## src/design/hsv2rgb_pkg.sv

```systemverilog
package hsv2rgb_pkg;

  localparam int unsigned SectorSpan = 60;
  localparam int unsigned FullScale = 255;

  // floor(x / 60) for x up to 255 * 60 is (x * 17477) >> 20
  localparam logic [14:0] DIV60_RECIP = 15'd17477;
  localparam int unsigned DIV60_SHIFT = 20;

  typedef enum logic [2:0] {
    SEC_RED_YEL = 3'd0,
    SEC_YEL_GRN = 3'd1,
    SEC_GRN_CYN = 3'd2,
    SEC_CYN_BLU = 3'd3,
    SEC_BLU_MAG = 3'd4,
    SEC_MAG_RED = 3'd5
  } sector_t;

  // what travels alongside the arithmetic
  typedef struct packed {
    sector_t     sector;
    logic [7:0]  bright;
    logic        grey;
  } meta_t;

  typedef struct packed {
    meta_t       meta;
    logic [5:0]  frac;
    logic [7:0]  sat;
  } sec_word_t;

  typedef struct packed {
    meta_t       meta;
    logic [15:0] p_prod;
    logic [15:0] q_prod;
    logic [15:0] t_prod;
  } scl_word_t;

  // floor(y / 255), exact for y up to 255 * 255
  function automatic logic [7:0] div255(input logic [15:0] y);
    logic [16:0] acc;
    acc = {1'b0, y} + 17'(y[15:8]) + 17'd1;
    return acc[15:8];
  endfunction

endpackage

```

## src/design/hsv2rgb_sector.sv

```systemverilog
module hsv2rgb_sector (
  input  logic                   clk,
  input  logic                   rst_n,
  input  logic                   in_vld,
  input  logic [8:0]             hue,
  input  logic [7:0]             sat,
  input  logic [7:0]             bright,
  output logic                   out_vld,
  output hsv2rgb_pkg::sec_word_t out_word
);
  import hsv2rgb_pkg::*;

  logic      vld_r;
  sec_word_t word_r;
  sec_word_t word_nxt;
  sector_t   sector;
  logic [8:0] base;
  logic [8:0] frac_full;

  // hue past 359 stays in the last sector but keeps its own fraction
  always_comb begin
    priority if (hue >= 9'(8 * SectorSpan)) begin
      sector = SEC_MAG_RED;
      base   = 9'(8 * SectorSpan);
    end else if (hue >= 9'(7 * SectorSpan)) begin
      sector = SEC_MAG_RED;
      base   = 9'(7 * SectorSpan);
    end else if (hue >= 9'(6 * SectorSpan)) begin
      sector = SEC_MAG_RED;
      base   = 9'(6 * SectorSpan);
    end else if (hue >= 9'(5 * SectorSpan)) begin
      sector = SEC_MAG_RED;
      base   = 9'(5 * SectorSpan);
    end else if (hue >= 9'(4 * SectorSpan)) begin
      sector = SEC_BLU_MAG;
      base   = 9'(4 * SectorSpan);
    end else if (hue >= 9'(3 * SectorSpan)) begin
      sector = SEC_CYN_BLU;
      base   = 9'(3 * SectorSpan);
    end else if (hue >= 9'(2 * SectorSpan)) begin
      sector = SEC_GRN_CYN;
      base   = 9'(2 * SectorSpan);
    end else if (hue >= 9'(SectorSpan)) begin
      sector = SEC_YEL_GRN;
      base   = 9'(SectorSpan);
    end else begin
      sector = SEC_RED_YEL;
      base   = 9'd0;
    end
  end

  assign frac_full = hue - base;

  always_comb begin
    word_nxt.meta.sector = sector;
    word_nxt.meta.bright = bright;
    word_nxt.meta.grey   = (sat == 8'd0);
    word_nxt.frac        = frac_full[5:0];
    word_nxt.sat         = sat;
  end

  always_ff @(posedge clk) begin
    if (!rst_n) begin
      vld_r <= 1'b0;
    end else begin
      vld_r <= in_vld;
    end
  end

  always_ff @(posedge clk) begin
    word_r <= word_nxt;
  end

  assign out_vld  = vld_r;
  assign out_word = word_r;

endmodule

```

## src/design/hsv2rgb_scale.sv

```systemverilog
module hsv2rgb_scale (
  input  logic                   clk,
  input  logic                   rst_n,
  input  logic                   in_vld,
  input  hsv2rgb_pkg::sec_word_t in_word,
  output logic                   out_vld,
  output hsv2rgb_pkg::scl_word_t out_word
);
  import hsv2rgb_pkg::*;

  // step a: s*f, s*(60-f), 255-s
  logic        a_vld_r;
  meta_t       a_meta_r;
  logic [13:0] a_sf_r;
  logic [13:0] a_sg_r;
  logic [7:0]  a_pa_r;
  logic [5:0]  rem_frac;
  logic [13:0] a_sf_nxt;
  logic [13:0] a_sg_nxt;
  logic [7:0]  a_pa_nxt;

  // step b: divide by 60, subtract from full scale
  logic        b_vld_r;
  meta_t       b_meta_r;
  logic [7:0]  b_pa_r;
  logic [7:0]  b_qa_r;
  logic [7:0]  b_ta_r;
  logic [28:0] q_recip;
  logic [28:0] t_recip;
  logic [7:0]  b_qa_nxt;
  logic [7:0]  b_ta_nxt;

  // step c: multiply by brightness
  logic        c_vld_r;
  scl_word_t   c_word_r;
  scl_word_t   c_word_nxt;

  assign rem_frac = 6'(SectorSpan) - in_word.frac;
  assign a_sf_nxt = 14'(in_word.sat) * 14'(in_word.frac);
  assign a_sg_nxt = 14'(in_word.sat) * 14'(rem_frac);
  assign a_pa_nxt = 8'(FullScale) - in_word.sat;

  assign q_recip  = 29'(a_sf_r) * 29'(DIV60_RECIP);
  assign t_recip  = 29'(a_sg_r) * 29'(DIV60_RECIP);
  assign b_qa_nxt = 8'(FullScale) - q_recip[DIV60_SHIFT +: 8];
  assign b_ta_nxt = 8'(FullScale) - t_recip[DIV60_SHIFT +: 8];

  always_comb begin
    c_word_nxt.meta   = b_meta_r;
    c_word_nxt.p_prod = 16'(b_meta_r.bright) * 16'(b_pa_r);
    c_word_nxt.q_prod = 16'(b_meta_r.bright) * 16'(b_qa_r);
    c_word_nxt.t_prod = 16'(b_meta_r.bright) * 16'(b_ta_r);
  end

  always_ff @(posedge clk) begin
    if (!rst_n) begin
      a_vld_r <= 1'b0;
      b_vld_r <= 1'b0;
      c_vld_r <= 1'b0;
    end else begin
      a_vld_r <= in_vld;
      b_vld_r <= a_vld_r;
      c_vld_r <= b_vld_r;
    end
  end

  always_ff @(posedge clk) begin
    a_meta_r <= in_word.meta;
    a_sf_r   <= a_sf_nxt;
    a_sg_r   <= a_sg_nxt;
    a_pa_r   <= a_pa_nxt;
    b_meta_r <= a_meta_r;
    b_pa_r   <= a_pa_r;
    b_qa_r   <= b_qa_nxt;
    b_ta_r   <= b_ta_nxt;
    c_word_r <= c_word_nxt;
  end

  assign out_vld  = c_vld_r;
  assign out_word = c_word_r;

endmodule

```

## src/design/hsv2rgb_mix.sv

```systemverilog
module hsv2rgb_mix (
  input  logic                   clk,
  input  logic                   rst_n,
  input  logic                   in_vld,
  input  hsv2rgb_pkg::scl_word_t in_word,
  output logic                   out_vld,
  output logic [7:0]             red,
  output logic [7:0]             green,
  output logic [7:0]             blue
);
  import hsv2rgb_pkg::*;

  logic       vld_r;
  logic [7:0] red_r;
  logic [7:0] green_r;
  logic [7:0] blue_r;
  logic [7:0] red_nxt;
  logic [7:0] green_nxt;
  logic [7:0] blue_nxt;
  logic [7:0] p_lvl;
  logic [7:0] q_lvl;
  logic [7:0] t_lvl;
  logic [7:0] v_lvl;

  assign p_lvl = div255(in_word.p_prod);
  assign q_lvl = div255(in_word.q_prod);
  assign t_lvl = div255(in_word.t_prod);
  assign v_lvl = in_word.meta.bright;

  always_comb begin
    if (in_word.meta.grey) begin
      red_nxt   = v_lvl;
      green_nxt = v_lvl;
      blue_nxt  = v_lvl;
    end else begin
      unique case (in_word.meta.sector)
        SEC_RED_YEL: begin
          red_nxt = v_lvl; green_nxt = t_lvl; blue_nxt = p_lvl;
        end
        SEC_YEL_GRN: begin
          red_nxt = q_lvl; green_nxt = v_lvl; blue_nxt = p_lvl;
        end
        SEC_GRN_CYN: begin
          red_nxt = p_lvl; green_nxt = v_lvl; blue_nxt = t_lvl;
        end
        SEC_CYN_BLU: begin
          red_nxt = p_lvl; green_nxt = q_lvl; blue_nxt = v_lvl;
        end
        SEC_BLU_MAG: begin
          red_nxt = t_lvl; green_nxt = p_lvl; blue_nxt = v_lvl;
        end
        default: begin
          red_nxt = v_lvl; green_nxt = p_lvl; blue_nxt = q_lvl;
        end
      endcase
    end
  end

  always_ff @(posedge clk) begin
    if (!rst_n) begin
      vld_r <= 1'b0;
    end else begin
      vld_r <= in_vld;
    end
  end

  always_ff @(posedge clk) begin
    red_r   <= red_nxt;
    green_r <= green_nxt;
    blue_r  <= blue_nxt;
  end

  assign out_vld = vld_r;
  assign red     = red_r;
  assign green   = green_r;
  assign blue    = blue_r;

endmodule

```

## src/design/hsv_to_rgb_converter.sv

```systemverilog
// channel   ports                                         direction
// input     start, busy, in_hue, in_saturation,
//           in_brightness                                 in (busy out)
// result    out_valid, out_red, out_green, out_blue       out
//
// five register stages: sector split, s*f products, divide by 60,
// brightness products, divide by 255 and channel select
// one word per clock; out_valid follows start through the five register stages
// busy is always low since the receiver cannot stall and nothing backs up
// synchronous active-low reset clears the valid bits only
module hsv_to_rgb_converter (
  input  logic       clk,
  input  logic       rst_n,
  input  logic       start,
  output logic       busy,
  input  logic [8:0] in_hue,
  input  logic [7:0] in_saturation,
  input  logic [7:0] in_brightness,
  output logic       out_valid,
  output logic [7:0] out_red,
  output logic [7:0] out_green,
  output logic [7:0] out_blue
);
  import hsv2rgb_pkg::*;

  logic      accept;
  logic      sec_vld;
  sec_word_t sec_word;
  logic      scl_vld;
  scl_word_t scl_word;

  assign busy   = 1'b0;
  assign accept = start & ~busy;

  hsv2rgb_sector u_sector (
    .clk      (clk),
    .rst_n    (rst_n),
    .in_vld   (accept),
    .hue      (in_hue),
    .sat      (in_saturation),
    .bright   (in_brightness),
    .out_vld  (sec_vld),
    .out_word (sec_word)
  );

  hsv2rgb_scale u_scale (
    .clk      (clk),
    .rst_n    (rst_n),
    .in_vld   (sec_vld),
    .in_word  (sec_word),
    .out_vld  (scl_vld),
    .out_word (scl_word)
  );

  hsv2rgb_mix u_mix (
    .clk      (clk),
    .rst_n    (rst_n),
    .in_vld   (scl_vld),
    .in_word  (scl_word),
    .out_vld  (out_valid),
    .red      (out_red),
    .green    (out_green),
    .blue     (out_blue)
  );

  a_latency: assert property (@(posedge clk) disable iff (!rst_n)
    accept |-> ##5 out_valid)
    else $error("accepted word did not come out after five cycles");

  a_no_phantom: assert property (@(posedge clk) disable iff (!rst_n)
    out_valid |-> $past(accept, 5))
    else $error("result strobe without a matching accepted word");

  a_grey: assert property (@(posedge clk) disable iff (!rst_n)
    (out_valid && $past(in_saturation, 5) == 8'd0) |->
      (out_red == out_green && out_green == out_blue))
    else $error("zero saturation did not give grey");

  a_peak: assert property (@(posedge clk) disable iff (!rst_n)
    out_valid |-> (out_red == $past(in_brightness, 5) ||
                   out_green == $past(in_brightness, 5) ||
                   out_blue == $past(in_brightness, 5)))
    else $error("no channel carries the brightness level");

endmodule
```

## config.mk

```make
export PLATFORM = sky130hd
export DESIGN_NAME = hsv_to_rgb_converter
export DESIGN_NICKNAME = d
export VERILOG_FILES = /design/src/design/hsv2rgb_pkg.sv /design/src/design/hsv2rgb_sector.sv /design/src/design/hsv2rgb_scale.sv /design/src/design/hsv2rgb_mix.sv /design/src/design/hsv_to_rgb_converter.sv
export SDC_FILE = /design/constraint.sdc
export NUM_CORES = 1
export LEC_CHECK = 0
export ABC_CLOCK_PERIOD_IN_PS = 5000
export BUFFER_PORTS_ARGS = -buffer_cell sky130_fd_sc_hd__buf_2
export CORE_MARGIN = 2
export CORE_UTILIZATION = 55
export CTS_CLUSTER_SIZE = 16
export DETAILED_ROUTE_END_ITERATION = 7
export PLACE_DENSITY = 0.74
export SETUP_SLACK_MARGIN = 0.4
export SLEW_MARGIN = 20
export SYNTH_ARGS = -nofsm -noshare
export SYNTH_HDL_FRONTEND = slang
export SYNTH_SLANG_ARGS = --single-unit
```

## constraint.sdc

```tcl
create_clock -name clk -period 5 [get_ports clk]
set_clock_uncertainty 0.2 [all_clocks]
set_input_delay 0.75 -clock clk [delete_from_list [all_inputs] [get_ports clk]]
set_output_delay 0.75 -clock clk [all_outputs]
set_load 0.005 [all_outputs]
```

==> results.yml <==
outcome:
  status: "complete, no violations"
critical_path:
  cp.arrival_ns: 4.65
  cpPeakStageDelay_ns: 0.58
  reg2reg_to: "u_scale.out_word[47]"
  critPathRequiredTime_ns: 5.13
  path_class: "reg -> reg"
  crit_slowest_cell: "fa_1"
  crit_fanout: 7
  start_kind: "flip-flop"
  path_cells: "buf_6 -> buf_6 -> buf_4 -> and2_1 -> fa_1 -> inv_1 -> fa_1 -> fa_1 -> inv_1 -> fa_1 -> ha_4 -> buf_4 -> o211ai_1 -> a21oi_2 -> a2111oi_4 -> a21oi_2 -> xnor2_1"
  crit_path_end_kind: "flip-flop"
  reg2regPathDepth: 17
  path_common_cell: "fa_1"
  rr_startpoint: "u_scale.b_meta_r[4]"
  worst-r2r-setup-slack_ns: 0.48
placement:
  gp_congestion: 0.867
  io_buffers: 52
  hpwl_um: 34100
clocking:
  cts_made_buffers: 17
  cts_tree: "done"
  cts_root_buf: "clkbuf_16"
  clkSinkCount: 198
  cts_max_path_buffers: 2
  cts_hold_buffers: 0
  clock_latency_ns: 0.45
  clk_pin_slew_ns: 0.08
  cts.htree.levels: 4
global_routing:
  antenna_found_initial: 0
  grt_pass1_wl_um: 71400
  grt_max_degree: 24
  grt_pass1_vias: 14900
  grt_usage: 0.246
  grt_overflow: 0
detailed_routing:
  drtIter0Drc: 841
  ant_nets: 0
  first_pass_iters: 8
  drc: 0
  drt-total-wl_um: 42700
  via_count: 14100
  viasPerCell: 5.45
  wire_per_inst_um: 16.5
synth:
  synth_top_flop_cell: "dfxtp_1"
  synth-seq-area-share: 0.208
  synth.distinct_cells: 82
  synth_edf_count: 0
  async_flop_share: 0
  yosysTopAreaCell: "ha_1"
  syn_avg_cell_area_sq_um: 9.42
  synthCells: 2023
  synth-seq-cells: 198
  synth_nets: 2595
  yosys.area.top_type_share: 0.226
  synthTopCellsByArea: "ha_1 23%, fa_1 21%, dfxtp_1 21%, inv_1 6.2%, and2_1 4.8%"
  syn_area_sq_um: 19100
  ys_warn_count: 0
layout:
  drive_gt1_frac: 0.141
  fin_nets: 2694
  synthToLayoutAreaGrowth_pct: 13.1
  nFillCells: 2812
  insertedDiodeCount: 0
floorplanning:
  dieArea_sq_um: 36200
  die-width_um: 190
  rows: 68
  die_h_um: 190
  start_util: 0.555
  io_pins: 54
  coreArea_sq_um: 34400
timing:
  fmax_mhz: 221
  fin_crit_ns: 4.52
  min_period_over_period: 0.903
  maxSlewHeadroom: 0.409
  worst_pin_slew_ns: 0.878
  tns_ns: 0
  hold_violations: 0
  rsz0062_at_grt: "yes"
  setup_viol: 0
  slew_violations: 0
hold_path:
  min_path_cells: 0
  min_from: "u_scale.a_meta_r[9]"
  hold_class: "reg -> reg"
  min_to: "u_scale.b_meta_r[9]"
flow_run:
  maxCapViolCount: 0
==> per-layer routing <==
layer / part of all wire / track usage / wire length (um)
met4: 0.029 / 0.0871 / 1250
met1: 0.43 / 0.296 / 18200
met3: 0.032 / 0.0343 / 1370
met2: 0.51 / 0.447 / 21900
met5: 0 / 0 / 0
==> synthesized netlist by cell type (all sizes together), types with 20 or more instances <==
library cell / n
dfxtp: 198
xor2: 25
nand3: 21
nand2: 198
clkbuf: 39
inv: 316
nor2: 78
a21oi: 99
o21ai: 48
ha: 345
fa: 199
o21a: 20
and2: 147
xnor2: 70
==> kinds of logic (layout without fill, tap and decap cells) <==
group	count (synthesis)	count (layout)	synth area share
muxes	3	3	0.00164
other	1	1	0.000197
buffers and inverters	362	474	0.0719
xor gates and xnor gates	95	95	0.0436
and+or+nand+nor	525	525	0.135
adders and majority gates	545	545	0.436
AOI/OAI and AO/OA	294	294	0.104
DFF	198	198	0.208
==> area by class of cell <==
cell class              instances  area [sq um]  area share
multi-input cells            1463         14300       0.662
flip-flops and latches        198          4050       0.188
inverters                     319          1200      0.0555
repair buffers                123           838      0.0389
well taps                     455           569      0.0264
clock buffers                  17           425      0.0197
clock inverters                15           204     0.00946
==> worst max path at each step <==
stage	startpoint	endpoint	slack, ns	depth (start not counted)
after floorplan	u_scale.b_meta_r[3]	u_scale.out_word[31]	0.40	17
after global placement	u_sector.out_word[8]	u_scale.a_sg_r[13]	0.24	16
after detailed placement	u_sector.out_word[8]	u_scale.a_sg_r[13]	0.05	16
after CTS	u_sector.out_word[8]	u_scale.a_sg_r[13]	0.34	17
after global routing	u_sector.out_word[8]	u_scale.a_sg_r[13]	0.26	17
final	u_scale.b_meta_r[4]	u_scale.out_word[47]	0.48	17
==> state kept, by name (all words and copies together), names as in the netlist, 12 cells and up <==
name / flops
u_sector.out_word: 26
u_scale.out_word: 60
u_scale.a_sg_r: 13
u_scale.b_meta_r: 12
u_scale.a_sf_r: 14
u_scale.a_meta_r: 12
==> repair_timing <==
item / 4_1_cts / 5_1_grt
resized for setup: 54 / 111
buffers inserted: 17 / 14
endpoints found under the setup margin: 17 / 28
cloned: 0 / 0
pin swaps: 19 / 64
==> worst max-delay path: cells and delay by family (launching register included) <==
family          cells  cell delay [ns]
compound gates      4             0.67
xor+xnor            1             0.13
fa+ha+maj           5             2.28
buf+inv             6             0.61
flops               1             0.35
simple gates        1             0.16
==> layout by cell type (no fill, tap or decap), types with 16 or more instances in the layout <==
master	instances
fa_1	193
inv_1	308
a21o_1	16
o21ai_0	42
nand2_1	196
nor2_1	73
nand3_1	21
o21a_1	20
dfxtp_2	30
a21oi_1	82
nor3_1	19
a21oi_2	16
clkbuf_16	17
buf_2	52
buf_4	61
xnor2_1	67
ha_1	325
dfxtp_1	154
xor2_1	23
and2_1	143
==> stage by stage <==
step                hold WS (ns)  cells  cell area [sq um]  setup WS [ns]  utilization
floorplan                  0.110   2023              19100          0.396            -
global placement           0.110   2527              20000          0.239        0.583
detailed placement         0.112   2527              20000         0.0497        0.583
CTS                        0.124   2576              21000          0.337        0.610
global route               0.129   2590              21600          0.258        0.627
finish                     0.119   2590              21600          0.483        0.627
Power is left out: the tool's default activity adds up to more than one toggle a clock period on the data nets, which glitch-free logic cannot reach.
